`src/hw/rtl/ppmh_ram.sv`:
```
// -----------------------------------------------------------------------------
// ppmh_ram
// Generic single-write, single-read synchronous RAM. Read data is registered
// and holds its value until the next read.
// -----------------------------------------------------------------------------
module ppmh_ram #(
   parameter int WIDTH  = 16,
   parameter int DEPTH  = 128,
   parameter int ADDR_W = (DEPTH > 1) ? $clog2(DEPTH) : 1
) (
   input  logic              clock,
   input  logic              wr_en,
   input  logic [ADDR_W-1:0] wr_addr,
   input  logic [WIDTH-1:0]  wr_data,
   input  logic              rd_en,
   input  logic [ADDR_W-1:0] rd_addr,
   output logic [WIDTH-1:0]  rd_data
);

   logic [WIDTH-1:0] mem_ff [DEPTH];
   logic [WIDTH-1:0] rd_data_ff;

   // write port
   always_ff @(posedge clock) begin
      if (wr_en) begin
         mem_ff[wr_addr] <= wr_data;
      end
   end

   // registered read port
   always_ff @(posedge clock) begin
      if (rd_en) begin
         rd_data_ff <= mem_ff[rd_addr];
      end
   end

   assign rd_data = rd_data_ff;

endmodule

```
`config.mk`:
```
export PLATFORM = sky130hd
export DESIGN_NAME = ppmh_ram
export DESIGN_NICKNAME = d
export VERILOG_FILES = /design/src/hw/rtl/ppmh_ram.sv
export SDC_FILE = /design/constraint.sdc
export NUM_CORES = 2
export LEC_CHECK = 0
export ABC_AREA = 1
export ABC_CLOCK_PERIOD_IN_PS = 1600
export BUFFER_PORTS_ARGS = -buffer_cell sky130_fd_sc_hd__buf_2
export CAP_MARGIN = 20
export CORE_MARGIN = 2
export CORE_UTILIZATION = 59
export CTS_BUF_LIST = sky130_fd_sc_hd__clkbuf_4 sky130_fd_sc_hd__clkbuf_8
export DETAILED_ROUTE_END_ITERATION = 6
export PLACE_DENSITY = 0.78
export SLEW_MARGIN = 10
export SYNTH_ARGS = -nofsm -noshare
export SYNTH_HDL_FRONTEND = slang
export SYNTH_SLANG_ARGS = --single-unit
```
`constraint.sdc`:
```
create_clock -name clock -period 1.6 [get_ports clock]
set_input_delay 0 -clock clock [delete_from_list [all_inputs] [get_ports clock]]
set_output_delay 0 -clock clock [all_outputs]
set_load 0.03 [all_outputs]
```
* After elaboration in Yosys (flattened, before gate mapping) *
Memories as Yosys holds them, arrays and structs flattened. A register that Yosys moved wholly into a read port is not among the register bits.
Index checks and enable logic that the tools add are counted.

storage, ports and cells
  bits in registers = 0
  memory bits (writable) = 2048
  bits of input ports = 33
  output and inout port bits = 16
  word-level logic and storage cells = 3
  memories kept = 1

cells by class
  muxes and demuxes = 2

memory list
  memory  depth  width  read ports  clocked after Yosys merged registers in  write ports  line  RTL
  mem_ff  128    16     1           1                                        1            20    logic [WIDTH-1:0] mem_ff [DEPTH];

operators by type and width
  operator           number
  two-way mux 1 bit  2

* Logic depth before layout (Yosys ltp) *
  depth after elaboration = 2
  gate-level depth with buffers = 13
  gate-level depth less buffers = 9

* Least setup slack after synthesis *
OpenSTA, ideal clock, no wires.

  path kind = input -> register
  start point = in wr_en
  end point = mem mem_ff[105][0] (enable)
  library setup time = 388 ps
  arrival = 1316 ps
  required time = 1212 ps
  slack = -105 ps
  stages on the path = 4
  buffers on the path = 2
  path through = clkbuf_1 > nand2_1 > clkbuf_1 > nor2_1

between the ends
  longest elaborated chain between the ends = 2

ends and longest elaborated chain
  what                                     line  RTL
  start: declaration                       12    input logic wr_en,
  two-way mux 1 bit                        25    if (wr_en) begin
  two-way mux 1 bit (implied by the code)  26    mem_ff[wr_addr] <= wr_data;
  end: declaration                         20

No other way between the ends.

* Worst setup path after layout *
  start point = reg rd_data_ff[1] (netlist: rd_data[1]), read port of mem_ff
  end point = out rd_data[1]

RTL lines
  what                line  RTL
  start: declaration  21    logic [WIDTH-1:0] rd_data_ff;
  end: declaration    17    output logic [WIDTH-1:0] rd_data

No word-level cell between the ends.

==> flow_summary.json <==
{
  "cp-start-kind": "register",
  "cts_inserted_buffers": 329,
  "root_buffer": "clkbuf_8",
  "tritoncts": "done",
  "slowest_delay_ps": 720,
  "max-vdd-ir-drop_v": 0.00105,
  "rsz0062_at_grt": "true",
  "yosysUniqueCellTypes": 14,
  "fillerInstances": 8598,
  "pre_cts_ws_ps": -934,
  "synth_common_cells": "nand2_1 (2087), edfxtp_1 (2064), nand3_1 (2019), buf_2 (251), nor2_1 (134)",
  "start_util": 0.595,
  "row_count": 137,
  "worstPathArrival_ps": 1950,
  "instances_no_fill": 9415,
  "wl_um": 240000,
  "synth_top_area_share": 0.747,
  "period_share": 1.22,
  "outcome": "finished, violations left",
  "leakage_nw": 35.4,
  "fmax_mhz": 514,
  "slowest_stage": "edfxtp_1",
  "ys_seq_area_frac": 0.747,
  "setup_viol": 18,
  "critical_path_class": "reg2out",
  "dpl.hpwl_um": 141000,
  "cp_top_family": "flip-flops",
  "areaGrowthSynthToFinish_pct": 19.2,
  "drive_above_1_share": 0.187,
  "critPathCaptureType": "primary output",
  "path_cells": "buf_6",
  "cts_buffer_depth": 4,
  "track_usage": 0.330,
  "die_w_um": 379,
  "cp_max_fo": 2,
  "cts_sinks": 2064,
  "first_iter_violations": 9575,
  "vias_per_cell": 6.26,
  "io_pins": 49,
  "synthTopCellsByArea": "edfxtp_1 (75%), nand3_1 (12%), nand2_1 (9.4%), buf_2 (1.5%), nor2_1 (0.61%)",
  "final_nets": 7363,
  "fin_ws_ps": -346,
  "synth-async-reset-ratio": 0,
  "worstMarginPinSlew_ps": 1050,
  "maxSlewViolCount": 0,
  "antenna_found_initial": 10,
  "htreeDepth": 5,
  "synth-seq-cells": 2064,
  "grt_pass1_vias": 56900,
  "synth_ff_type": "edfxtp_1",
  "post-cts-setup-buffer-count": 0,
  "hold_viol": 0,
  "syn_inst": 6793,
  "synth_top_area_cell": "edfxtp_1",
  "fin_skew_ps": 78.9,
  "die_h_um": 379,
  "max_cap_viol_count": 0,
  "grt_start_max_net_pins": 85,
  "routedWlPerCell_um": 25.5,
  "dp.cells": 8824,
  "post_synth_instance_area_um2": 83000,
  "place_congestion": 0.897,
  "core_um2": 140000,
  "drc": 0,
  "grt_overflow": 0,
  "synth_nets": 6826,
  "hp-class": "in2reg",
  "critPathRequiredTime_ps": 1600,
  "cp.buffers_inverters": 1,
  "violations": "setup timing",
  "drt_pass1_iterations": 7,
  "grt_pass1_wl_um": 350000,
  "syn_avg_cell_area_um2": 12.2,
  "clk_latency_ps": 1040,
  "die_area_um2": 144000,
  "cellPowerDensity_nw_per_um2": 1120,
  "slew_headroom": 0.302,
  "vias": 58900,
  "port_buffers": 48,
  "finish.utilization": 0.709,
  "yosysMostFrequentCell": "nand2_1",
  "antenna_left": 0,
  "synth-edff-count": 2064,
  "synth_warnings": 0,
  "fin_crit_ps": 1950,
  "path_clk_slew_ps": 60
}
logic make-up (layout without fill, tap and decap cells):
logic type / count (synthesis) / in the layout / synth area share
other cells: 0 / 8 / 0
simple gates: 4248 / 4248 / 0.223
buf+inv: 481 / 1219 / 0.0305
flops: 2064 / 2064 / 0.747
cell type report:
type	count	area, um2	area share
Sequential cell	2064	62000	0.626
Clock inverter	106	563	0.00569
Antenna cell	8	20.0	0.000202
Tap cell	1876	2350	0.0237
Multi-Input combinational cell	4248	20700	0.209
Inverter	24	124	0.00125
Clock buffer	426	5290	0.0535
Timing Repair Buffer	663	7970	0.0805
power by group:
part / total (mW) / switching [mW] / internal (mW) / leakage (nW)
Sequential: 59.9 / 0.110 / 59.8 / 18.6
Combinational: 8.78 / 6.11 / 2.67 / 13.7
Clock: 41.8 / 19.8 / 22.0 / 3.10
Total: 110 / 26.0 / 84.4 / 35.4
sequential cells by signal, summed over array words and instances (netlist names):
signal and flops:
mem_ff 2048, rd_data 16
path summary, 6_finish.rpt:
kind | from | end | slack [ps] | cells past startpoint
setup / recovery | rd_data[1] | rd_data[1] | -350 | 1
hold / removal | rd_addr[0] | rd_data[3] | 60 | 10
setup reg to reg | mem_ff[25][5] | rd_data[5] | -70 | 8
hold reg to reg | mem_ff[74][0] | rd_data[0] | 960 | 8
per-layer routing:
metal | global-route usage | wire [um] | vias up
met1 | 0.426 | 81500 | 28300
met4 | 0.174 | 13000 | 10
li1 | - | - | 25400
met3 | 0.0877 | 31700 | 810
met2 | 0.514 | 114000 | 4492
met5 | 0 | 59 | -
worst register-to-register path, cell delays in order, from the launching register on:
cell and delay (ps):
edfxtp_1 390, nand2_1 110, nand3_1 130, nand3_1 170
nand3_1 160, nand3_4 160, nand3_4 110, nand3_4 150
nand2_1 90
per-stage QoR:
step	power, mW	setup TNS, ps	area [um2]	hold slack, ps
global placement	68.4	-11180	90200	252
global route	113	-2110	98900	64.1
finish	110	-1470	98900	59.7
detailed placement	68.6	-12710	90200	250
floorplan	64.7	-140470	83000	98.9
CTS	110	-2040	97300	18.8
timing repair:
item                                    in CTS  in global routing
hold buffers                                47                  0
hold endpoints to repair                  4124                  0
endpoints found under the setup margin      29                653
resized for setup                          163                295
cloned                                       0                  8
pin swaps                                   15                 78
cell usage in the layout (no fill, tap or decap):
| cell type | n |
|---|---|
| buf_8 | 3 |
| nand2_4 | 2 |
| clkinvlp_4 | 5 |
| buf_12 | 215 |
| inv_6 | 2 |
| diode_2 | 8 |
| inv_8 | 2 |
| inv_4 | 1 |
| inv_2 | 1 |
| dlymetal6s4s_1 | 1 |
| dlygate4sd3_1 | 43 |
| nor2_1 | 104 |
| clkbuf_16 | 6 |
| clkbuf_4 | 91 |
| clkinv_1 | 70 |
| nand3_2 | 199 |
| nor3_1 | 8 |
| inv_16 | 1 |
| buf_6 | 25 |
| edfxtp_1 | 2064 |
| nand2_1 | 2077 |
| clkbuf_8 | 335 |
| nand3_1 | 1739 |
| clkinv_2 | 25 |
| nor2_4 | 10 |
| nand2_2 | 8 |
| nand3_4 | 81 |
| buf_4 | 356 |
| bufinv_16 | 4 |
| nor2_2 | 20 |
| inv_1 | 19 |
| buf_2 | 14 |
Note: power is estimated with default switching activity, not from simulation.
